[config.mk]
export PLATFORM = sky130hd
export DESIGN_NAME = bfr_merge
export DESIGN_NICKNAME = d
export VERILOG_FILES = /design/src/bfr_pkg.sv /design/src/bfr_merge.sv
export SDC_FILE = /design/constraint.sdc
export NUM_CORES = 1
export LEC_CHECK = 0
export BUFFER_PORTS_ARGS = -buffer_cell sky130_fd_sc_hd__buf_4
export CAP_MARGIN = 15
export CORE_MARGIN = 2
export CORE_UTILIZATION = 35
export CTS_CLUSTER_SIZE = 16
export DETAILED_ROUTE_END_ITERATION = 7
export HOLD_SLACK_MARGIN = 0.08
export PLACE_DENSITY_LB_ADDON = 0.25
export SLEW_MARGIN = 20
export SYNTH_ARGS = -nofsm -noshare
export SYNTH_HDL_FRONTEND = slang
export SYNTH_SLANG_ARGS = --single-unit
export TNS_END_PERCENT = 20
[constraint.sdc]
create_clock -name clk -period 1.2 [get_ports clk]
set_input_delay 0.36 -clock clk [delete_from_list [all_inputs] [get_ports clk]]
set_output_delay 0.36 -clock clk [all_outputs]
set_load 0.01 [all_outputs]
[src/bfr_pkg.sv]
// Shared types, constants and register codes of the 3x3 box filter.
`timescale 1ns / 1ps

package bfr_pkg;

    localparam int MAX_WIDTH_DEF    = 2048;
    localparam int CHANNEL_BITS_DEF = 8;

    localparam int NCH          = 4;
    localparam int IN_BITS      = 8;
    localparam int OUT_BITS     = 8;
    localparam int DIVISOR      = 9;
    localparam int MIN_DIM      = 3;
    localparam int HEIGHT_LIMIT = 4096;

    localparam int CFG_IDX_W    = 2;
    localparam int CFG_DATA_W   = 13;
    localparam int WIDTH_REG_W  = 12;
    localparam int HEIGHT_REG_W = 13;
    localparam int COL_OUT_W    = 11;
    localparam int ROW_W        = 12;

    // Lane order of the channels.
    localparam int CH_RED   = 0;
    localparam int CH_GREEN = 1;
    localparam int CH_BLUE  = 2;
    localparam int CH_ALPHA = 3;

    // Configuration register indexes.
    localparam logic [CFG_IDX_W-1:0] CFG_IMAGE_WIDTH   = 2'd0;
    localparam logic [CFG_IDX_W-1:0] CFG_IMAGE_HEIGHT  = 2'd1;
    localparam logic [CFG_IDX_W-1:0] CFG_FOUR_CHANNELS = 2'd2;

    typedef struct packed {
        logic [IN_BITS-1:0] red_in;
        logic [IN_BITS-1:0] green_in;
        logic [IN_BITS-1:0] blue_in;
        logic [IN_BITS-1:0] alpha_in;
    } pix_in_t;

    typedef struct packed {
        logic [OUT_BITS-1:0]  red_out;
        logic [OUT_BITS-1:0]  green_out;
        logic [OUT_BITS-1:0]  blue_out;
        logic [OUT_BITS-1:0]  alpha_out;
        logic [COL_OUT_W-1:0] center_col;
        logic [ROW_W-1:0]     center_row;
        logic                 last_of_frame;
    } pix_out_t;

    typedef struct packed {
        logic [COL_OUT_W-1:0] center_col;
        logic [ROW_W-1:0]     center_row;
        logic                 last_of_frame;
    } meta_t;

    typedef struct packed {
        logic shift;
        logic sum_load;
    } lane_ctl_t;

    typedef logic [NCH-1:0][OUT_BITS-1:0] mean_vec_t;

endpackage

[src/bfr_merge.sv]
// Merge stage: gathers the lane means and the center position into the result register.
`timescale 1ns / 1ps

module bfr_merge (
    input  logic                clk,
    input  logic                load,
    input  logic                four_channels,
    input  bfr_pkg::mean_vec_t  means,
    input  bfr_pkg::meta_t      meta,
    output bfr_pkg::pix_out_t   result
);

    bfr_pkg::pix_out_t result_reg;
    bfr_pkg::pix_out_t result_next;

    always_comb
    begin
        result_next.red_out       = means[bfr_pkg::CH_RED];
        result_next.green_out     = means[bfr_pkg::CH_GREEN];
        result_next.blue_out      = means[bfr_pkg::CH_BLUE];
        result_next.alpha_out     = four_channels ? means[bfr_pkg::CH_ALPHA] : '0;
        result_next.center_col    = meta.center_col;
        result_next.center_row    = meta.center_row;
        result_next.last_of_frame = meta.last_of_frame;
    end

    always_ff @(posedge clk)
    begin
        if (load)
        begin
            result_reg <= result_next;
        end
    end

    assign result = result_reg;

endmodule

==> results of run 1 <==
-- per-layer routing --
metal / track usage, % / vias to the layer above
li1: - / 491
met1: 11.8 / 483
met2: 24.2 / 56
met3: 5.15 / 5
met4: 5.95 / 0
met5: 0 / -
-- final cells by class --
| cell class | count | area (um2) |
|---|---|---|
| Clock buffer | 5 | 68.8 |
| Clock inverter | 1 | 30.0 |
| Timing Repair Buffer | 116 | 1080 |
| Fill cell | 366 | 1760 |
| Sequential cell | 56 | 1680 |
| Tap cell | 67 | 83.8 |
| Multi-Input combinational cell | 8 | 50.0 |
-- cells in the final DEF, fill, tap and decap left out --
| cell | netlist | final |
|---|---|---|
| sky130_fd_sc_hd__and2_1 | 8 | 8 |
| sky130_fd_sc_hd__buf_12 | 0 | 2 |
| sky130_fd_sc_hd__bufinv_16 | 0 | 1 |
| sky130_fd_sc_hd__edfxtp_1 | 56 | 56 |
| sky130_fd_sc_hd__clkbuf_8 | 0 | 5 |
| sky130_fd_sc_hd__buf_4 | 0 | 64 |
| sky130_fd_sc_hd__buf_6 | 0 | 50 |
-- worst paths after layout --
| kind | startpoint | to | slack, ps | depth (start not counted) |
|---|---|---|---|---|
| max | result[4] | result[4] | -4 | 1 |
| min | meta[15] | result[15] | 230 | 1 |
-- cells in the mapped netlist --
master / number / area share, %
sky130_fd_sc_hd__edfxtp_1: 56 / 97
sky130_fd_sc_hd__and2_1: 8 / 2.9
-- cells by family (layout without fill, tap and decap cells) --
family / count (synthesis) / count (layout) / synth area share (%)
buffers and inverters: 0 / 122 / 0
flip-flops: 56 / 56 / 97.1
AND/OR/NAND/NOR: 8 / 8 / 2.89
-- report_power, final --
| group | leakage (uW) | switching [uW] | internal, uW |
|---|---|---|---|
| registers | 0.000547 | 65.8 | 2320 |
| clock network | 0.0000501 | 523 | 599 |
| logic | 0.000650 | 204 | 386 |
-- what timing repair did --
| item | 4_1_cts | 5_1_grt |
|---|---|---|
| setup endpoints to repair | 23 | 55 |
| gates resized for setup | 17 | 33 |
| pin swaps | 0 | 0 |
-- through the flow --
stage	setup TNS [ps]	util (%)	power [uW]	setup slack, ps
6_report	-4.32	63.1	4100	-4.32
5_1_grt	-1150	63.1	4250	-49.1
4_1_cts	-135	60.4	4070	-20.8
3_5_place_dp	0	57.0	2930	218
3_3_place_gp	0	57.0	2910	231
2_1_floorplan	0	-	2500	446
==> results.txt, run 1 <==
The final number of hold-violating endpoints is 0. Measured along the x axis, the die boundary spans 74.3 um. The clock buffer count from CTS is 5. The violation count after the first detailed-route iteration is 31. The number of setup violations in the final report is 1.

The checks that failed: setup timing. After clock tree synthesis, the setup repair step added 0 buffers. On the worst path, the slowest cell contributes a delay of 410 ps. The final max-slew violation count is 0. The period utilization came out at 100%. The number of nets produced by synthesis came out at 123. The area of the die is 5530 um2. The DRC violations left came out at 0.

In this run the core area contains 25 standard-cell rows. The global-route total usage across every layer is 12.8%. In this run the standard cell core region covers 4750 um2. The non-filler instance count after layout came out at 253. At the end of the flow, the number of nets in the layout was 246.

The antenna violation net count after detailed routing is 0. In this run the clock root is driven by a sky130_fd_sc_hd__clkbuf_8. The placed instance area came out at 2710 um2.

After detailed routing, the met3 layer carries 339 um of wire. The critical path data required time came out at 840 ps. The number of iterations in the first detailed-routing pass came out at 3. The antenna diode count came out at 0. The final worst setup slack is -4.32 ps. Port buffering added 114 buffers. By startpoint and endpoint, the worst setup path is classified as reg2out. The first global-routing pass estimated 4950 um of wire. The startpoint class of the critical path is a flop.

The flow ran to the end, but the final reports show violations. The congestion estimate from routability-driven global placement came to 0.684. The final layout contains routed wiring with a total length of 3860 um. Compared with the post-synthesis result, the final layout area differs by 73.1%. The worst-case IR drop observed on VDD is 550 uV. The flip-flop count of the largest register after layout came out at 56. The part of the Yosys area used for sequential elements came out at 97.1%. The top metal layer carrying routed signals is met4.

The category of cells accounting for the largest share of critical-path delay is flip-flops. After detailed routing, the number of vias per cell comes to 4.09. After global routing the overflow that remains totals 0. The die is 74.3 um tall. The count of boundary I/O pins came out at 115. The H-tree depth reported by CTS is 2. The largest buffer count on any clock path came out at 2.

Traced cell by cell, the critical path runs through buf_6. Counting tap cells, the placed design contains a total of 247 instances. In the final routing, the length of wire on met1 measures 1200 um. Buffers inserted to repair hold after CTS numbered 0. The highest net fanout along the worst path is 1. The critical path buffer and inverter count is 1. The largest net degree at the start of global routing is 31. The final critical path time including I/O delays and setup came out at 1200 ps. The worst hold slack came out at 232 ps. The peak clock frequency supported by timing came out at 830 MHz. STA classifies the critical path endpoint as an output pin.

The synthesized netlist contains 2 unique library cells. The number of sinks on the clock net is 56. Data on the critical path arrives at its endpoint at 840 ps.

The standby leakage power came out at 0.00125 uW. The relative slew slack came out at 89.4%. During synthesis, Yosys emitted a total of 0 warnings. The layout cell share with drive strength beyond 1 came out at 65.6%. TritonCTS built the clock tree. The cell area after synthesis is 1730 um2. The post-route cell area is 3000 um2. The tightest min-delay check is of the in2reg type. The clock slew seen by the registers of the worst setup and hold paths came out at 90 ps. The transition at the pin with the smallest max-transition slack came out at 160 ps. The instance count of the mapped netlist came out at 64.

After detailed routing, the average wire length per cell comes to 15.3 um. Setup repair after global routing could not meet its margin everywhere. A synthesized cell averages 27.1 um2.

The number of global-route vias before repair is 1,004. The initial antenna violation count is 0. Across all layers, the routed design uses 1,035 vias. The total power divided by cell area came out at 1370 nW/um2. The number of max-cap violations is 0.

The number of flip-flops and latches in the synthesized netlist came out at 56. The effective utilization at floorplan is 36.4%. Detailed routing placed a total of 2260 um of wire on met2. The highest-delay cell along the critical path is sky130_fd_sc_hd__edfxtp_1.
Note: power is estimated with default switching activity, not from simulation.
==> run 2: changes to the inputs <==
--- a/config.mk
+++ b/config.mk
@@ -13,5 +13,6 @@
 export DETAILED_ROUTE_END_ITERATION = 7
 export HOLD_SLACK_MARGIN = 0.08
-export PLACE_DENSITY_LB_ADDON = 0.25
+export PLACE_DENSITY = 0.69
+export RECOVER_POWER = 100
 export SLEW_MARGIN = 20
 export SYNTH_ARGS = -nofsm -noshare
==> constraint.sdc (replaced) <==
create_clock -name clk -period 1.2 [get_ports clk]
set_input_delay 0.36 -clock clk [delete_from_list [all_inputs] [get_ports clk]]
set_output_delay 0.36 -clock clk [all_outputs]
set_load 0.005 [all_outputs]
==> run 2 against run 1 <==
- the run still ends with setup timing left
- clock power down 16%
- highest routed layer unchanged
- global-route usage up 1.4 points
- die area stayed put
- fmax down 1.8%
- cell area shrank 6.3%
- largest power group unchanged
==> results.txt, run 2 (synthesized netlist as in run 1, its figures left out) <==
The number of max-cap violations came out at 0 (unchanged). The library cell used as clock root buffer is sky130_fd_sc_hd__clkbuf_8. The worst vdd rail ir drop came out at 721 uV (+31%). The wire length of the first global-routing pass came to 5460 um (+10%). The wire length the detailed router placed on met1 came out at 1240 um (+3.3%).

In this run the worst setup path begins at result[0]. The sequential share of power was 63.1% (+4.8 points). The design internal power came out at 3030 uW (-8.4%). Leaving out fill and tap cells, the most frequent cell in the layout is sky130_fd_sc_hd__edfxtp_1.

The critical path buffer and inverter count came to 1 (unchanged). The total power divided by cell area came out at 1340 nW/um2 (-2.1%). Setup repair after global routing could not meet its margin everywhere.

The overall via count from detail_route came out at 1,069 (+3.3%). The final global-route overflow total came out at 0 (unchanged). The peak clock frequency supported by timing was 815 MHz (-1.8%). The final max-slew violation count was 0 (unchanged). The global-route total usage across every layer came to 14.1% (+1.4 points). The switching component of the power was 734 uW (-7.3%). The total of buffers placed on input and output ports is 114 (unchanged). The total number of nets in the final design is 246 (unchanged). Leaving out fill and tap cells, the most frequent cells in the layout are 56 x sky130_fd_sc_hd__edfxtp_1, 51 x sky130_fd_sc_hd__clkbuf_4, 47 x sky130_fd_sc_hd__buf_4, 14 x sky130_fd_sc_hd__buf_6, 7 x sky130_fd_sc_hd__and2_0.

The number of standard-cell rows in the floorplan came to 25 (unchanged). The tightest min-delay check is of the in2reg type. The clock buffer count from CTS is 5 (unchanged).

The worst setup path is launched from a flop. The final number of hold-violating endpoints is 0 (unchanged). The transition at the pin with the smallest max-transition slack was 630 ps (+470 ps). The maximum cell stage delay along the critical path is 430 ps (+20 ps). The largest buffer count on any clock path is 2 (unchanged). The synthesis-to-layout area growth is 62.3%. The effective utilization at floorplan was 36.4% (unchanged). The routed via count divided by cell count came to 4.19 (+2.5%). The area of the die is 5530 um2 (unchanged). The worst hold path begins at meta[1].

The global placer's final weighted congestion is 0.748 (+9.3%). Among all stages on the critical path, the largest delay is contributed by sky130_fd_sc_hd__edfxtp_1. The fraction of power spent switching nets was 19.5% (+0.19 points).

The category of cells accounting for the largest share of critical-path delay is flip-flops. The number of global-route vias before repair came out at 1,139 (+13%). The flip-flop count of the largest register after layout came out at 56 (unchanged).

The final critical path time including I/O delays and setup came out at 1230 ps (+22.6 ps). The number of sinks on the clock net is 56 (unchanged). The layout cell share with drive strength beyond 1 is 63.8% (-1.8 points). The final reports fail on setup timing. STA classifies the critical path endpoint as an output pin.

The clock share of power came out at 25.0% (-2.3 points). The highest net fanout along the worst path is 1 (unchanged). The number of buffers added for setup after CTS is 0 (unchanged). Traced cell by cell, the critical path runs through buf_6. The horizontal extent of the die is 74.3 um (unchanged).

The number of setup violations in the final report was 5 (+4). The die span in y was 74.3 um (unchanged). The setup path with the least slack is of type reg2out.

The flow ran to the end, but the final reports show violations. The H-tree depth reported by CTS came out at 2 (unchanged). The initial antenna violation count came out at 0 (unchanged). The floorplan core area came to 4750 um2 (unchanged). The met3 wire length is 574 um (+69%). The DRC violations left is 0 (unchanged).

The post-route cell area came out at 2810 um2 (-6.3%). The per-cell routed wire length came to 14.8 um (-3.0%). The clock slew seen by the registers of the worst setup and hold paths came out at 90 ps (about the same). The met2 wirelength from detailed routing came out at 1900 um (-16%). The violation count after the first detailed-route iteration is 36 (+16%). The worst slack at placement was 209 ps (-8.33 ps). The placed instance area was 2710 um2 (unchanged). The critical path arrival is 870 ps (+30 ps). The antenna diode count came out at 0 (unchanged).

The critical path data required time was 840 ps (about the same). The largest net degree at the start of global routing came out at 31 (unchanged). The total wire length is 3780 um (-2.2%). The relative slew slack is 58.0% (-31 points).

The CTS tree is done. In this run the top signal layer used is met4. The standby leakage power is 0.00116 uW (-7.2%). The antenna violation net count after detailed routing is 0 (unchanged). The final worst setup slack is -26.9 ps (-22.6 ps).

The part of the total power dissipated in combinational logic is 11.8% (-2.6 points). The count of boundary I/O pins is 115 (unchanged). The period utilization is 102% (+1.9 points).

The number of iterations in the first detailed-routing pass came out at 4 (+1).
==> run 2: cell types whose count changed in the layout (fill, tap and decap cells not counted), sizes merged <==
| cell | previous run | this run |
|---|---|---|
| clkinvlp | 0 | 1 |
| clkbuf | 5 | 60 |
| buf | 116 | 62 |
| bufinv | 1 | 0 |
| clkinv | 0 | 1 |
==> run 2: power by group through the flow <==
stage          Combinational (uW)  Clock [uW]  Sequential (uW)
2_1_floorplan                8.80           0             2430
6_report                      446         942             2380
5_1_grt                       485        1050             2390
3_5_place_dp                  461           0             2410
3_3_place_gp                  452           0             2410
4_1_cts                       467         989             2380
==> run 2: final timing paths <==
kind	to	slack (ps)	depth (start not counted)
worst max-delay path	result[0]	-30	1
worst min-delay path	result[1]	260	1
==> run 2: metal layers <==
metal  up-vias  track usage (%)
li1        496                -
met1       486             15.0
met2        80             22.0
met3         7             9.35
met4         0             6.55
met5         -                0
==> run 2: final cells by class <==
class / instances / area (um2)
Fill cell: 380 / 1940
Sequential cell: 56 / 1680
Clock buffer: 6 / 72.6
Timing Repair Buffer: 116 / 911
Tap cell: 67 / 83.8
Multi-Input combinational cell: 8 / 50.0
Clock inverter: 2 / 11.3
==> run 2: timing repair <==
action	in CTS	in global routing
setup endpoints to repair	12	46
gates cloned	0	0
hold buffers	0	0
gates resized for setup	5	9
pin swaps	0	0
==> run 2: stage by stage <==
step	TNS, ps	hold WS [ps]	utilization [%]	total power [uW]	std cells
after detailed placement	0	539	57.0	2870	247
after CTS	-198	221	59.2	3830	255
after global routing	-986	236	59.1	3930	255
after global placement	0	538	57.0	2860	247
final	-80.0	255	59.1	3770	255
after floorplan	0	459	-	2440	64
==> run 3: changes to the inputs <==
Settings changed: CORE_UTILIZATION 35 to 25, PLACE_DENSITY 0.69 to not set.
==> run 3 against run 2 <==
- the flow still finishes with violations (setup timing)
- worst hold slack lost 6.3 ps
- first-iteration DRC count is 33% higher
- clock power is 3.6% higher
- cell area up 0.49%
- core utilization fell by 17 points
- largest cell class unchanged
- via count shrank 1.9%
- fmax up 2.0%
==> results.txt, run 3 (synthesized netlist as in run 1, its figures left out) <==
The run finished, with violations left. The final reports fail on setup timing. The final global-route overflow total came out at 0 (unchanged). The number of max-cap violations is 0 (unchanged). The final max-slew violation count is 0 (unchanged). The clock slew seen by the registers of the worst setup and hold paths came out at 100 ps (about the same). The number of buffers added for setup after CTS came out at 0 (unchanged). The critical path data required time came out at 840 ps (about the same). The layout cell share with drive strength beyond 1 came out at 64.4% (+0.53 points). The final critical path time including I/O delays and setup is 1200 ps (-24.6 ps). The antenna violation net count after detailed routing is 0 (unchanged). The worst vdd rail ir drop was 486 uV (-33%). The standby leakage power came out at 0.00117 uW (+0.76%). The number of hold-repair buffers added at the cts stage is 0 (unchanged). The category of cells accounting for the largest share of critical-path delay is flip-flops.

The synthesis-to-layout area growth is 63.1%. The flip-flop count of the largest register after layout came out at 56 (unchanged). The total power divided by cell area is 1340 nW/um2 (+0.16%). The die span in y is 87.2 um (+17%). The area of the die is 7610 um2 (+38%). The total area of sequential cells came out at 1680 um2 (unchanged).

The number of sinks on the clock net came out at 56 (unchanged). The floorplan core area came out at 6760 um2 (+42%). The combined area of the multi-input logic cells is 50.0 um2 (unchanged). The wire length of the first global-routing pass came out at 5130 um (-6.1%). The number of global-route vias before repair was 1,019 (-11%). The per-cell routed wire length came to 13.9 um (-6.3%). The DRC violations left came out at 0 (unchanged). The routed via count divided by cell count is 3.91 (-6.6%).

The highest net fanout along the worst path came to 1 (unchanged). The critical path buffer and inverter count came to 1 (unchanged). The overall power consumption came to 3790 uW (+0.65%). Among all stages on the critical path, the largest delay is contributed by sky130_fd_sc_hd__edfxtp_1. The non-filler instance count after layout came out at 268 (+5.1%). The count of placed standard cells including taps is 260 (+5.3%). The H-tree depth reported by CTS came out at 2 (unchanged).

The period utilization is 100% (-2.1 points). The top cell types in the final layout, fill and taps aside, are 56 x sky130_fd_sc_hd__edfxtp_1, 51 x sky130_fd_sc_hd__buf_4, 49 x sky130_fd_sc_hd__clkbuf_4, 13 x sky130_fd_sc_hd__buf_6, 5 x sky130_fd_sc_hd__clkbuf_8. The number of iterations in the first detailed-routing pass came out at 4 (unchanged). The global placer's final weighted congestion came out at 0.633 (-15%). STA classifies the critical path endpoint as an output pin. Clock tree synthesis selected as its root buffer the cell sky130_fd_sc_hd__clkbuf_8.

The relative slew slack came out at 66.1% (+8.0 points). The largest net degree at the start of global routing came out at 37 (+19%). The transition at the pin with the smallest max-transition slack came out at 509 ps (-120 ps). The maximum cell stage delay along the critical path is 390 ps (-40 ps). The fill cell total of the finished layout is 654 (+72%). The final worst setup slack came to -2.26 ps (+24.6 ps). The final number of hold-violating endpoints is 0 (unchanged). The violation count after the first detailed-route iteration came out at 48 (+33%). The count of boundary I/O pins is 115 (unchanged). The critical path is of the reg2out type.

The min-delay analysis places its worst path in the category in2reg. TritonCTS built the clock tree. Walking the worst path, the cells encountered are buf_4.

The total number of nets in the final design is 246 (unchanged). The largest buffer count on any clock path came out at 2 (unchanged). The total of buffers placed on input and output ports came out at 114 (unchanged). The number of standard-cell rows in the floorplan came out at 30 (+20%). STA classifies the critical path startpoint as a flop. The global-route total usage across every layer was 9.31% (-4.8 points). The horizontal extent of the die is 87.2 um (+17%). The overall via count from detail_route is 1,049 (-1.9%).

The critical path arrival is 840 ps (-30 ps). The effective utilization at floorplan came to 25.6% (-11 points). The antenna diode count is 0 (unchanged). The total wire length is 3720 um (-1.5%). The initial antenna violation count is 0 (unchanged). The number of setup violations in the final report is 1 (-4). The peak clock frequency supported by timing is 832 MHz (+2.0%). The clock buffer count from CTS came out at 5 (unchanged).

Setup repair after global routing could not meet its margin everywhere. The most common cell after layout, fill and taps aside is sky130_fd_sc_hd__edfxtp_1.
run 3: worst paths after layout:
check | startpoint | endpoint | slack (ps) | depth (start not counted)
worst max-delay path | result[28] | result[28] | -2 | 1
worst min-delay path | means[15] | result[47] | 250 | 1
run 3: routing by layer:
layer / wire length, um / up-vias / GRT usage, %
li1: - / 493 / -
met1: 1280 / 492 / 9.02
met2: 2000 / 58 / 16.7
met3: 368 / 6 / 3.79
met4: 77 / 0 / 5.03
met5: 0 / - / 0
run 3: power by group:
part	internal, uW	leakage [uW]	switching, uW
registers	2320	0.000547	46.1
logic	303	0.000574	143
clock network	398	0.0000453	578
total	3020	0.00117	767
run 3: final cells by class:
cell class,count,share of cell area (%)
repair buffers,116,32.2
flip-flops and latches,56,59.5
multi-input cells,8,1.77
clock inverters,3,0.487
well taps,80,3.54
clock buffers,5,2.44
run 3: repair_timing:
item,4_1_cts,5_1_grt
pin swaps,0,0
resized for setup,1,12
gates cloned,0,0
setup endpoints to repair,17,52
run 3: stage by stage:
step	instance area (um2)	TNS, ps	hold WS, ps	worst slack [ps]	utilization, %
global route	2820	-1190	223	-58.8	41.8
finish	2820	-2.26	249	-2.26	41.8
detailed placement	2730	0	539	173	40.4
global placement	2730	0	539	186	40.4
floorplan	1730	0	459	460	-
CTS	2810	-130	215	-34.8	41.6
