### src/bfr_pkg.sv
// Shared types, constants and register codes of the 3x3 box filter.
`timescale 1ns / 1ps

package bfr_pkg;

    localparam int MAX_WIDTH_DEF    = 2048;
    localparam int CHANNEL_BITS_DEF = 8;

    localparam int NCH          = 4;
    localparam int IN_BITS      = 8;
    localparam int OUT_BITS     = 8;
    localparam int DIVISOR      = 9;
    localparam int MIN_DIM      = 3;
    localparam int HEIGHT_LIMIT = 4096;

    localparam int CFG_IDX_W    = 2;
    localparam int CFG_DATA_W   = 13;
    localparam int WIDTH_REG_W  = 12;
    localparam int HEIGHT_REG_W = 13;
    localparam int COL_OUT_W    = 11;
    localparam int ROW_W        = 12;

    // Lane order of the channels.
    localparam int CH_RED   = 0;
    localparam int CH_GREEN = 1;
    localparam int CH_BLUE  = 2;
    localparam int CH_ALPHA = 3;

    // Configuration register indexes.
    localparam logic [CFG_IDX_W-1:0] CFG_IMAGE_WIDTH   = 2'd0;
    localparam logic [CFG_IDX_W-1:0] CFG_IMAGE_HEIGHT  = 2'd1;
    localparam logic [CFG_IDX_W-1:0] CFG_FOUR_CHANNELS = 2'd2;

    typedef struct packed {
        logic [IN_BITS-1:0] red_in;
        logic [IN_BITS-1:0] green_in;
        logic [IN_BITS-1:0] blue_in;
        logic [IN_BITS-1:0] alpha_in;
    } pix_in_t;

    typedef struct packed {
        logic [OUT_BITS-1:0]  red_out;
        logic [OUT_BITS-1:0]  green_out;
        logic [OUT_BITS-1:0]  blue_out;
        logic [OUT_BITS-1:0]  alpha_out;
        logic [COL_OUT_W-1:0] center_col;
        logic [ROW_W-1:0]     center_row;
        logic                 last_of_frame;
    } pix_out_t;

    typedef struct packed {
        logic [COL_OUT_W-1:0] center_col;
        logic [ROW_W-1:0]     center_row;
        logic                 last_of_frame;
    } meta_t;

    typedef struct packed {
        logic shift;
        logic sum_load;
    } lane_ctl_t;

    typedef logic [NCH-1:0][OUT_BITS-1:0] mean_vec_t;

endpackage

### src/bfr_lane.sv
// One channel lane: two window columns, the 9-sample sum and the divide by nine.
`timescale 1ns / 1ps

module bfr_lane #(
    parameter int CHANNEL_BITS = bfr_pkg::CHANNEL_BITS_DEF
) (
    input  logic                         clk,
    input  bfr_pkg::lane_ctl_t           ctl,
    input  logic [CHANNEL_BITS-1:0]      up,
    input  logic [CHANNEL_BITS-1:0]      mid,
    input  logic [CHANNEL_BITS-1:0]      cur,
    output logic [bfr_pkg::OUT_BITS-1:0] mean
);

    localparam int SW = CHANNEL_BITS + 4;
    localparam int K  = SW + 4;
    localparam int PW = SW + K;
    // floor(s / 9) == (s * MULT) >> K for every s below 2**SW.
    localparam logic [K-1:0] MULT = K'((64'd1 << K) / bfr_pkg::DIVISOR + 64'd1);

    // Column x-2 and column x-1 of the window, rows top to bottom.
    logic [2:0][CHANNEL_BITS-1:0] prev2_reg;
    logic [2:0][CHANNEL_BITS-1:0] prev1_reg;
    logic [SW-1:0]                sum_reg;
    logic [SW-1:0]                sum_next;
    logic [PW-1:0]                prod;

    always_comb
    begin
        sum_next = SW'(prev2_reg[0]) + SW'(prev2_reg[1]) + SW'(prev2_reg[2])
                 + SW'(prev1_reg[0]) + SW'(prev1_reg[1]) + SW'(prev1_reg[2])
                 + SW'(up) + SW'(mid) + SW'(cur);
    end

    always_ff @(posedge clk)
    begin
        if (ctl.shift)
        begin
            prev2_reg <= prev1_reg;
            prev1_reg <= {cur, mid, up};
        end
        if (ctl.sum_load)
        begin
            sum_reg <= sum_next;
        end
    end

    assign prod = PW'(sum_reg) * PW'(MULT);
    assign mean = prod[K +: bfr_pkg::OUT_BITS];

endmodule

### config.mk
export PLATFORM = sky130hd
export DESIGN_NAME = bfr_lane
export DESIGN_NICKNAME = d
export VERILOG_FILES = /design/src/bfr_pkg.sv /design/src/bfr_lane.sv
export SDC_FILE = /design/constraint.sdc
export NUM_CORES = 1
export LEC_CHECK = 0
export CAP_MARGIN = 5
export CORE_ASPECT_RATIO = 1.1
export CORE_MARGIN = 2
export CORE_UTILIZATION = 40
export DETAILED_ROUTE_END_ITERATION = 16
export DONT_BUFFER_PORTS = 1
export PLACE_DENSITY_LB_ADDON = 0.3
export SLEW_MARGIN = 40
export SYNTH_ARGS = -nofsm -noshare
export SYNTH_HDL_FRONTEND = slang
export SYNTH_SLANG_ARGS = --single-unit
### constraint.sdc
create_clock -name clk -period 15.8 [get_ports clk]
set_input_delay 2.37 -clock clk [delete_from_list [all_inputs] [get_ports clk]]
set_output_delay 2.37 -clock clk [all_outputs]
set_load 0.01 [all_outputs]
==> reports/summary.txt, run 1 <==
========================================================================================
Run status ................................................................ complete, no violations
TritonCTS Buffers .........................................................            9
Residual DRC count ........................................................            0
Overall routing resource usage ............................................       13.03%
Shortest period the worst path allows .....................................     7.449 ns
CP Launch Type ............................................................    flip-flop
R2R depth .................................................................           12
Smallest setup slack after layout .........................................     8.351 ns
Register-to-register path setup slack .....................................     11.50 ns
Net count reported at finish ..............................................          642
Crit path capture .........................................................      mean[2]
GPL Wtd Cong ..............................................................       0.8749
Number of nets with antenna violations after detailed routing .............            0
Quantity of I/O buffers inserted on ports .................................            0
Synthesis-to-finish area growth ...........................................       8.248%
Number of pins exceeding their max-slew limit in the final report .........            0
TritonRoute pass-1 iters ..................................................            4
Average wire per standard cell ............................................     13.30 um
Reg2reg end ............................................................... sum_reg[11]$_DFFE_PP_
Synthesized area ..........................................................    5583 um^2
Clock tree from TritonCTS .................................................          yes
Fraction of layout instances using a drive strength above 1 ...............       3.501%
Placeable Area ............................................................  13,740 um^2
Number of synthesized register bits .......................................           60
Unrepaired setup endpoints after global routing ...........................           no
Crit Path Max Fanout ......................................................            4
Worst setup path category ................................................. flip-flop to output pin
DRC marker count from the first detailed-route iteration ..................           98
Post-CTS Setup Bufs .......................................................            0
Pin count of the biggest net entering global routing ......................           49
Number of setup violations in the final report ............................            0
Top achievable clock speed ................................................   0.1342 GHz
Utilization after layout ..................................................       43.99%
I/O Pins ..................................................................           35
Clock transition at path regs .............................................      0.05 ns
Detailed-route via count ..................................................        2,959
Post-synthesis sequential area ratio ......................................       32.27%
Height of the chip ........................................................     127.9 um
Post-Route WL .............................................................     8.576 mm
Placed wire-length estimate after detailed placement ......................     7.345 mm
Number of cells in the finished layout apart from fillers .................          645
Initial antenna violation count ...........................................            0
Max-cap violations ........................................................            0
Critical path startpoint .................................................. sum_reg[3]$_DFFE_PP_
Number of hold-slack violations in the final timing report ................            0
CTS Buffer Depth ..........................................................            2
Arrival time at the worst endpoint ........................................      5.08 ns
Total die area ............................................................  14,920 um^2
Mapped Cells ..............................................................          449
Cell at the root of the clock tree ........................................ sky130_fd_sc_hd__clkbuf_16
Final clock skew ..........................................................  0.007696 ns
Headroom to the max-slew limit ............................................       67.88%
Vias in the first global route ............................................        3,349
Site row count ............................................................           45
Critical path required time ...............................................     13.43 ns
Initial standard-cell utilization of the core .............................       40.64%
Total congestion overflow .................................................            0
Detailed-route vias per instance ..........................................        4.588
Total negative setup slack ................................................         0 ns
Total clock sinks .........................................................           60
Place WS ..................................................................     8.652 ns
Transition time at the pin with the least slew margin .....................    0.4755 ns
Crit path capture type ....................................................   output pin
Post-synthesis average cell area ..........................................   12.43 um^2
# diodes ..................................................................            0
Worst r2r src ............................................................. prev2_reg[3]$_DFFE_PP_
Number of nets produced by synthesis ......................................          639
Cts hold-fix bufs .........................................................            0
Count of warnings emitted by yosys ........................................            0
Global-route wire length before repair ....................................     14.98 mm
H-tree depth ..............................................................            3
Insertion delay of the later-clocked pin in the worst-skew pair ...........      0.33 ns
Portion of the clock cycle consumed by the worst path in the final layout .       47.15%
Width of the die ..........................................................     116.6 um
Hold WC Path Type ......................................................... flip-flop to flip-flop
Number of cells upsized or downsized after cts ............................            0
Netlist cell types ........................................................           32
Placed insts ..............................................................          629
========================================================================================
[cell type report]
cell class	count	area (um^2)
fill	1282	7695
multi-input combinational	259	3263
clock buffer	11	232.7
clock inverter	5	52.55
tap	188	235.2
inverter	122	457.9
sequential	60	1802
[critical path, cell delays in order (launching register included)]
cell,delay [ns]
sky130_fd_sc_hd__edfxtp_1,0.46
sky130_fd_sc_hd__inv_1,0.10
sky130_fd_sc_hd__fa_1,0.54
sky130_fd_sc_hd__inv_1,0.05
sky130_fd_sc_hd__ha_1,0.29
sky130_fd_sc_hd__inv_1,0.06
sky130_fd_sc_hd__fa_1,0.50
sky130_fd_sc_hd__inv_1,0.05
sky130_fd_sc_hd__fa_1,0.49
sky130_fd_sc_hd__inv_1,0.05
sky130_fd_sc_hd__fa_1,0.52
sky130_fd_sc_hd__inv_1,0.04
sky130_fd_sc_hd__ha_1,0.34
sky130_fd_sc_hd__a211o_1,0.30
sky130_fd_sc_hd__o211ai_1,0.16
sky130_fd_sc_hd__a21oi_1,0.07
sky130_fd_sc_hd__a311o_1,0.37
sky130_fd_sc_hd__a21oi_2,0.16
sky130_fd_sc_hd__xnor2_1,0.19
[worst min-delay path by stage]
stage,start,endpoint,slack (ns),cells after the start
floorplan,prev1_reg[16]$_DFFE_PP_,prev2_reg[16]$_DFFE_PP_,0.45,0
global placement,prev1_reg[21]$_DFFE_PP_,prev2_reg[21]$_DFFE_PP_,0.45,0
detailed placement,prev1_reg[21]$_DFFE_PP_,prev2_reg[21]$_DFFE_PP_,0.46,0
CTS,prev1_reg[17]$_DFFE_PP_,prev2_reg[17]$_DFFE_PP_,0.47,0
global route,prev1_reg[17]$_DFFE_PP_,prev2_reg[17]$_DFFE_PP_,0.48,0
finish,prev1_reg[17]$_DFFE_PP_,prev2_reg[17]$_DFFE_PP_,0.46,0
[placed cells by master (no fill, tap or decap), drive strengths merged]
| cell type | instances |
|---|---|
| inv | 122 |
| fa | 83 |
| ha | 80 |
| edfxtp | 60 |
| a21oi | 14 |
| xnor2 | 13 |
| nor2 | 12 |
| clkbuf | 11 |
| nand2 | 10 |
| o21ai | 10 |
| nor2b | 4 |
| xor2 | 4 |
| a21o | 3 |
| nor3 | 3 |
| nand4 | 3 |
| o211ai | 3 |
| nand3 | 3 |
| clkinv | 3 |
| a211oi | 3 |
| a21boi | 2 |
| o41ai | 1 |
| o21a | 1 |
| o41a | 1 |
| a211o | 1 |
| and4 | 1 |
| a311o | 1 |
| a32oi | 1 |
| a2111o | 1 |
| a221oi | 1 |
| clkinvlp | 1 |
| bufinv | 1 |
[kinds of logic after synthesis]
kind of cell	synth area share, %
flops	32.27
simple gates	2.958
xor+xnor	2.667
fa+ha+maj	47.69
buf+inv	9.278
compound gates	5.132
[synthesized netlist by cell type, drive strengths merged]
cell type	count	area share (%)
o41ai	1	0.16
o41a	1	0.20
a2111o	1	0.20
inv	122	8.2
xnor2	13	2.0
a32oi	1	0.16
a21oi	14	1.3
a221oi	1	0.16
nor3	3	0.27
fa	83	30
a21o	3	0.40
a21boi	2	0.27
nand2	10	0.67
xor2	4	0.63
nor2	12	0.81
a311o	1	0.18
buf	8	1.1
o211ai	3	0.40
nor2b	4	0.45
nand3	3	0.27
ha	80	18
a211o	1	0.16
nand4	3	0.34
and4	1	0.16
edfxtp	60	32
o21ai	10	0.90
o21a	1	0.13
a211oi	3	0.49
[stage by stage]
stage	area [um^2]	hold slack, ns
floorplan	5583	0.4480
global placement	5758	0.4528
detailed placement	5758	0.4587
CTS	6043	0.4671
global route	6043	0.4783
finish	6043	0.4649
[metal layers]
metal  GRT usage (%)  routed length (um)  up-vias
li1                -                   -     1445
met1           15.92                3621     1457
met2           22.67                4503       44
met3           2.648                 261       13
met4           4.913                 189        0
met5               0                   0        -
Power of run 1 is not shown: default switching activity piles up to over one toggle a cycle in this logic, so the estimate is an artifact.
==> run 2, diff against run 1 <==
==> constraint.sdc (replaced) <==
create_clock -name clk -period 6.02 [get_ports clk]
set_input_delay 0.903 -clock clk [delete_from_list [all_inputs] [get_ports clk]]
set_output_delay 0.903 -clock clk [all_outputs]
set_load 0.01 [all_outputs]
==> run 2 against run 1 <==
  * Clock skew is 0.00069 ns higher
  * Global-route usage rose by 0.37 points
  * Cell count increased by 0.31%
  * Largest cell class unchanged
  * Highest routed layer unchanged
==> reports/summary.txt, run 2 (synthesis gave the netlist of run 1 again) <==
========================================================================================
DRC marker count from the first detailed-route iteration ..................           98
Detailed-route vias per instance ..........................................        4.623
Worst r2r src ............................................................. prev2_reg[3]$_DFFE_PP_
Transition time at the pin with the least slew margin .....................    0.4632 ns
Place WS ..................................................................    0.3555 ns
Max-cap violations ........................................................            0
Net count reported at finish ..............................................          644
Crit path capture .........................................................      mean[2]
Height of the chip ........................................................     127.9 um
Synthesis-to-finish area growth ...........................................       8.875%
H-tree depth ..............................................................            3
Critical path required time ...............................................      5.12 ns
Clock transition at path regs .............................................      0.05 ns
Number of pins exceeding their max-slew limit in the final report .........            0
Fraction of layout instances using a drive strength above 1 ...............       4.139%
TritonRoute pass-1 iters ..................................................            5
Number of hold-slack violations in the final timing report ................            0
Insertion delay of the later-clocked pin in the worst-skew pair ...........      0.33 ns
Crit path capture type ....................................................   output pin
Crit Path Max Fanout ......................................................            4
Vias in the first global route ............................................        3,344
Total die area ............................................................  14,920 um^2
Smallest setup slack after layout .........................................    0.2198 ns
Critical path startpoint .................................................. sum_reg[7]$_DFFE_PP_
Initial standard-cell utilization of the core .............................       40.64%
Width of the die ..........................................................     116.6 um
Leading cell type in the layout, fill and taps excluded ................... sky130_fd_sc_hd__inv_1
Unrepaired setup endpoints after global routing ...........................           no
Total area of multi-input combinational cells .............................    3283 um^2
Top library cells by usage in the layout, fill and taps aside ............. sky130_fd_sc_hd__inv_1, sky130_fd_sc_hd__fa_1, sky130_fd_sc_hd__ha_1
Hold WC Path Type ......................................................... flip-flop to flip-flop
Cell at the root of the clock tree ........................................ sky130_fd_sc_hd__clkbuf_16
Buf+Inv Stages, Crit Path .................................................            4
Cts hold-fix bufs .........................................................            0
Initial antenna violation count ...........................................            0
Worst setup path category ................................................. flip-flop to output pin
R2R depth .................................................................           12
Reg2reg end ............................................................... sum_reg[11]$_DFFE_PP_
Headroom to the max-slew limit ............................................       68.72%
Crit. path cell count .....................................................           16
Series of cell instances along the critical path .......................... fa_1 -> ha_1 -> inv_1 -> fa_1 -> inv_1 -> fa_1 -> inv_1 -> fa_1 -> inv_1 -> ha_4 -> a211o_1 -> o211ai_1 -> a21oi_1 -> a311o_1 -> a21oi_2 -> xnor2_2
Overall routing resource usage ............................................       13.40%
Storage element area ......................................................    1802 um^2
Number of nets with antenna violations after detailed routing .............            0
I/O Pins ..................................................................           35
CTS Buffer Depth ..........................................................            2
Number of setup violations in the final report ............................            0
Register-to-register path setup slack .....................................      1.74 ns
Placeable Area ............................................................  13,740 um^2
Total clock sinks .........................................................           60
Post-Route WL .............................................................     8.497 mm
Shortest period the worst path allows .....................................     5.800 ns
Arrival time at the worst endpoint ........................................      4.90 ns
Global-route wire length before repair ....................................     15.25 mm
CP peak stage delay .......................................................      0.53 ns
Quantity of I/O buffers inserted on ports .................................            0
GPL Wtd Cong ..............................................................       0.8752
Clock tree from TritonCTS .................................................          yes
Residual DRC count ........................................................            0
Kind of cell adding the most delay to the critical path ...................  adder cells
Filler instances ..........................................................        1,300
Detailed-route via count ..................................................        2,991
Total congestion overflow .................................................            0
# diodes ..................................................................            0
Portion of the clock cycle consumed by the worst path in the final layout .       96.35%
Placed wire-length estimate after detailed placement ......................     7.383 mm
Cell at the slowest stage of the critical path ............................ sky130_fd_sc_hd__fa_1
Site row count ............................................................           45
TritonCTS Buffers .........................................................            9
Average wire per standard cell ............................................     13.13 um
CP Launch Type ............................................................    flip-flop
Top achievable clock speed ................................................   0.1724 GHz
Pin count of the biggest net entering global routing ......................           49
Final clock skew ..........................................................  0.008390 ns
Total negative setup slack ................................................         0 ns
Run status ................................................................ complete, no violations
========================================================================================
## run 2: cell types whose count changed in the layout (fill, tap and decap cells not counted)
| cell | previous run | this run |
|---|---|---|
| sky130_fd_sc_hd__ha_1 | 80 | 79 |
| sky130_fd_sc_hd__clkinv_4 | 0 | 1 |
| sky130_fd_sc_hd__xnor2_1 | 13 | 12 |
| sky130_fd_sc_hd__clkinv_2 | 3 | 2 |
| sky130_fd_sc_hd__xnor2_2 | 0 | 1 |
| sky130_fd_sc_hd__ha_4 | 0 | 1 |
| sky130_fd_sc_hd__buf_4 | 0 | 2 |
| sky130_fd_sc_hd__clkinvlp_4 | 1 | 0 |
| sky130_fd_sc_hd__clkinv_1 | 0 | 1 |
## run 2: worst reg2reg max path, cell delays in order, from the launching register on
cell,delay [ns]
sky130_fd_sc_hd__edfxtp_1,0.39
sky130_fd_sc_hd__fa_1,0.56
sky130_fd_sc_hd__fa_1,0.45
sky130_fd_sc_hd__fa_1,0.55
sky130_fd_sc_hd__inv_1,0.05
sky130_fd_sc_hd__fa_1,0.58
sky130_fd_sc_hd__inv_1,0.06
sky130_fd_sc_hd__ha_1,0.28
sky130_fd_sc_hd__a21o_1,0.16
sky130_fd_sc_hd__a21oi_1,0.23
sky130_fd_sc_hd__o21ai_1,0.13
sky130_fd_sc_hd__o41ai_1,0.41
sky130_fd_sc_hd__o21ai_0,0.16
## run 2: area by class of cell
cell class	count	area share (%)
Clock inverter	5	0.8646
Inverter	122	7.534
Tap cell	188	3.870
Clock buffer	11	3.829
Sequential cell	60	29.64
Timing Repair Buffer	2	0.2470
Multi-Input combinational cell	259	54.01
## run 2: metal layers
layer  GRT usage [%]  wire length (um)  vias up
li1                -                 -     1448
met1           16.53              3556     1484
met2           23.12              4519       47
met3           2.742               277       12
met4           5.052               144        0
met5               0                 0        -
## run 2: worst min-delay path by stage
stage               depth (start not counted)                     from  slack, ns                      end
floorplan                                   0  prev1_reg[16]$_DFFE_PP_       0.45  prev2_reg[16]$_DFFE_PP_
CTS                                         0  prev1_reg[17]$_DFFE_PP_       0.47  prev2_reg[17]$_DFFE_PP_
detailed placement                          0  prev1_reg[19]$_DFFE_PP_       0.46  prev2_reg[19]$_DFFE_PP_
global route                                0  prev1_reg[17]$_DFFE_PP_       0.48  prev2_reg[17]$_DFFE_PP_
global placement                            0  prev1_reg[21]$_DFFE_PP_       0.45  prev2_reg[21]$_DFFE_PP_
finish                                      0  prev1_reg[17]$_DFFE_PP_       0.47  prev2_reg[17]$_DFFE_PP_
## run 2: timing repair
item | CTS | global route
gates resized for setup | 0 | 2
pin swaps | 0 | 3
endpoints found under the setup margin | 1 | 2
endpoints found under the hold margin | 0 | 0
setup buffers | 1 | 1
## run 2: through the flow
step	cells	hold slack, ns	instance area, um^2	utilization (%)
2_1_floorplan	449	0.4480	5583	-
3_3_place_gp	629	0.4528	5758	41.91
3_5_place_dp	629	0.4590	5758	41.91
4_1_cts	646	0.4687	6051	44.04
5_1_grt	647	0.4806	6078	44.24
6_report	647	0.4683	6078	44.24
Power of run 2 is left out for the same reason.
==> run 3, diff against run 2 <==
--- a/config.mk
+++ b/config.mk
@@ -6,7 +6,7 @@
 export NUM_CORES = 1
 export LEC_CHECK = 0
 export CAP_MARGIN = 5
-export CORE_ASPECT_RATIO = 1.1
+export CORE_ASPECT_RATIO = 1.25
 export CORE_MARGIN = 2
 export CORE_UTILIZATION = 40
 export DETAILED_ROUTE_END_ITERATION = 16
==> run 3 against run 2 <==
  * First-iteration DRC count decreased by 24%
  * Via count rose by 0.43%
  * Critical path type unchanged
  * Critical endpoint unchanged
  * Global-route usage fell by 0.36 points
  * Final area is 0.43% higher
  * Count of clock-buffer cells in the layout is the same
  * Clock skew fell by 0.0018 ns
  * Non-clock buffer count increased by 5
  * Routed wire length is 2.9% higher
  * Register-to-register slack worse by 0.12 ns
  * Core utilization grew 0.14 points
  * Highest routed layer unchanged
  * Sequential share of layout area fell by 0.13 points
==> reports/summary.txt, run 3 (synthesis gave the netlist of run 1 again) <==
========================================================================================
Total die area ............................................................  14,920 um^2
GPL Wtd Cong ..............................................................       0.8319
Total congestion overflow .................................................            0
Net count reported at finish ..............................................          649
Total clock sinks .........................................................           60
Cell at the root of the clock tree ........................................ sky130_fd_sc_hd__clkbuf_16
Storage element area ......................................................    1802 um^2
Residual DRC count ........................................................            0
Pin count of the biggest net entering global routing ......................           49
Post-Route WL .............................................................     8.745 mm
Arrival time at the worst endpoint ........................................      4.95 ns
Placeable Area ............................................................  13,750 um^2
Height of the chip ........................................................     136.1 um
Clock tree from TritonCTS .................................................          yes
Headroom to the max-slew limit ............................................       62.34%
Detailed-route wire length on metal 1 .....................................     3.597 mm
# diodes ..................................................................            0
Filler instances ..........................................................        1,235
Met3 routed WL ............................................................       239 um
Critical path required time ...............................................      5.12 ns
Length of routed met2 wiring ..............................................     4.745 mm
Initial standard-cell utilization of the core .............................       40.59%
Number of pins exceeding their max-slew limit in the final report .........            0
Worst setup path category ................................................. flip-flop to output pin
Crit Path Max Fanout ......................................................            4
Crit path capture type ....................................................   output pin
Utilization after layout ..................................................       44.39%
Quantity of I/O buffers inserted on ports .................................            0
Final clock skew ..........................................................  0.006576 ns
Hold WC Path Type ......................................................... flip-flop to flip-flop
Run status ................................................................ complete, no violations
Width of the die ..........................................................     109.7 um
Top library cells by usage in the layout, fill and taps aside ............. sky130_fd_sc_hd__inv_1, sky130_fd_sc_hd__fa_1, sky130_fd_sc_hd__ha_1
Overall routing resource usage ............................................       13.04%
H-tree depth ..............................................................            3
Global-route wire length before repair ....................................     14.69 mm
TritonCTS Buffers .........................................................            9
Insertion delay of the later-clocked pin in the worst-skew pair ...........      0.33 ns
CTS Buffer Depth ..........................................................            2
Total area of multi-input combinational cells .............................    3299 um^2
Transition time at the pin with the least slew margin .....................    0.5576 ns
Shortest period the worst path allows .....................................     5.856 ns
Leading cell type in the layout, fill and taps excluded ................... sky130_fd_sc_hd__inv_1
Portion of the clock cycle consumed by the worst path in the final layout .       97.27%
Top achievable clock speed ................................................   0.1708 GHz
Detailed-route via count ..................................................        3,004
Placed wire-length estimate after detailed placement ......................     7.426 mm
Number of nets with antenna violations after detailed routing .............            0
TritonRoute pass-1 iters ..................................................            4
Average wire per standard cell ............................................     13.71 um
Site row count ............................................................           48
Clock transition at path regs .............................................      0.05 ns
Vias in the first global route ............................................        3,257
CP Launch Type ............................................................    flip-flop
Highest Signal Layer ......................................................         met4
Detailed-route vias per instance ..........................................        4.708
DRC marker count from the first detailed-route iteration ..................           74
Number of setup violations in the final report ............................            0
Total negative setup slack ................................................         0 ns
Number of hold-slack violations in the final timing report ................            0
I/O Pins ..................................................................           35
Max-cap violations ........................................................            0
Initial antenna violation count ...........................................            0
Fraction of layout instances using a drive strength above 1 ...............       5.400%
Synthesis-to-finish area growth ...........................................       9.346%
========================================================================================
run 3: metrics by stage:
stage / worst slack (ns) / area, um^2 / std cells / hold slack, ns
2_1_floorplan: 0.5195 / 5583 / 449 / 0.4480
3_3_place_gp: 0.4621 / 5742 / 616 / 0.4525
3_5_place_dp: 0.3954 / 5742 / 616 / 0.4591
5_1_grt: -0.005826 / 6105 / 638 / 0.4859
4_1_cts: 0.05761 / 6016 / 631 / 0.4716
6_report: 0.1643 / 6105 / 638 / 0.4690
run 3: critical path, stage by stage (launching register included):
cell	delay, ns
sky130_fd_sc_hd__edfxtp_1	0.48
sky130_fd_sc_hd__fa_1	0.52
sky130_fd_sc_hd__ha_1	0.33
sky130_fd_sc_hd__inv_1	0.07
sky130_fd_sc_hd__fa_1	0.53
sky130_fd_sc_hd__inv_1	0.05
sky130_fd_sc_hd__fa_1	0.49
sky130_fd_sc_hd__inv_1	0.05
sky130_fd_sc_hd__fa_1	0.52
sky130_fd_sc_hd__inv_1	0.06
sky130_fd_sc_hd__ha_4	0.25
sky130_fd_sc_hd__a211o_1	0.27
sky130_fd_sc_hd__o211ai_1	0.21
sky130_fd_sc_hd__a21oi_2	0.05
sky130_fd_sc_hd__a311o_1	0.41
sky130_fd_sc_hd__a21oi_2	0.19
sky130_fd_sc_hd__xnor2_2	0.15
run 3: cell type report:
cell class | instances | share of cell area, %
inverter | 122 | 7.502
timing repair buffer | 7 | 0.8608
sequential | 60 | 29.51
multi-input combinational | 259 | 54.05
clock inverter | 4 | 0.6764
tap | 175 | 3.587
clock buffer | 11 | 3.812
run 3: path summary, 6_finish.rpt:
| path | cells past startpoint | startpoint | endpoint | slack [ns] |
|---|---|---|---|---|
| max | 16 | sum_reg[7]$_DFFE_PP_ | mean[2] | 0.16 |
| max reg2reg | 12 | prev2_reg[3]$_DFFE_PP_ | sum_reg[11]$_DFFE_PP_ | 1.62 |
| min | 0 | prev1_reg[20]$_DFFE_PP_ | prev2_reg[20]$_DFFE_PP_ | 0.47 |
| min reg2reg | 0 | prev1_reg[20]$_DFFE_PP_ | prev2_reg[20]$_DFFE_PP_ | 0.47 |
run 3: routing by layer:
layer,GRT usage (%),vias to the layer above
li1,-,1457
met1,14.82,1489
met2,23.56,44
met3,2.253,14
met4,5.907,0
met5,0,-
run 3: repair_timing:
item	4_1_cts	5_1_grt
gates resized for setup	0	6
hold buffers	0	0
endpoints found under the setup margin	0	5
setup buffers	0	7
Power of run 3 is left out for the same reason.
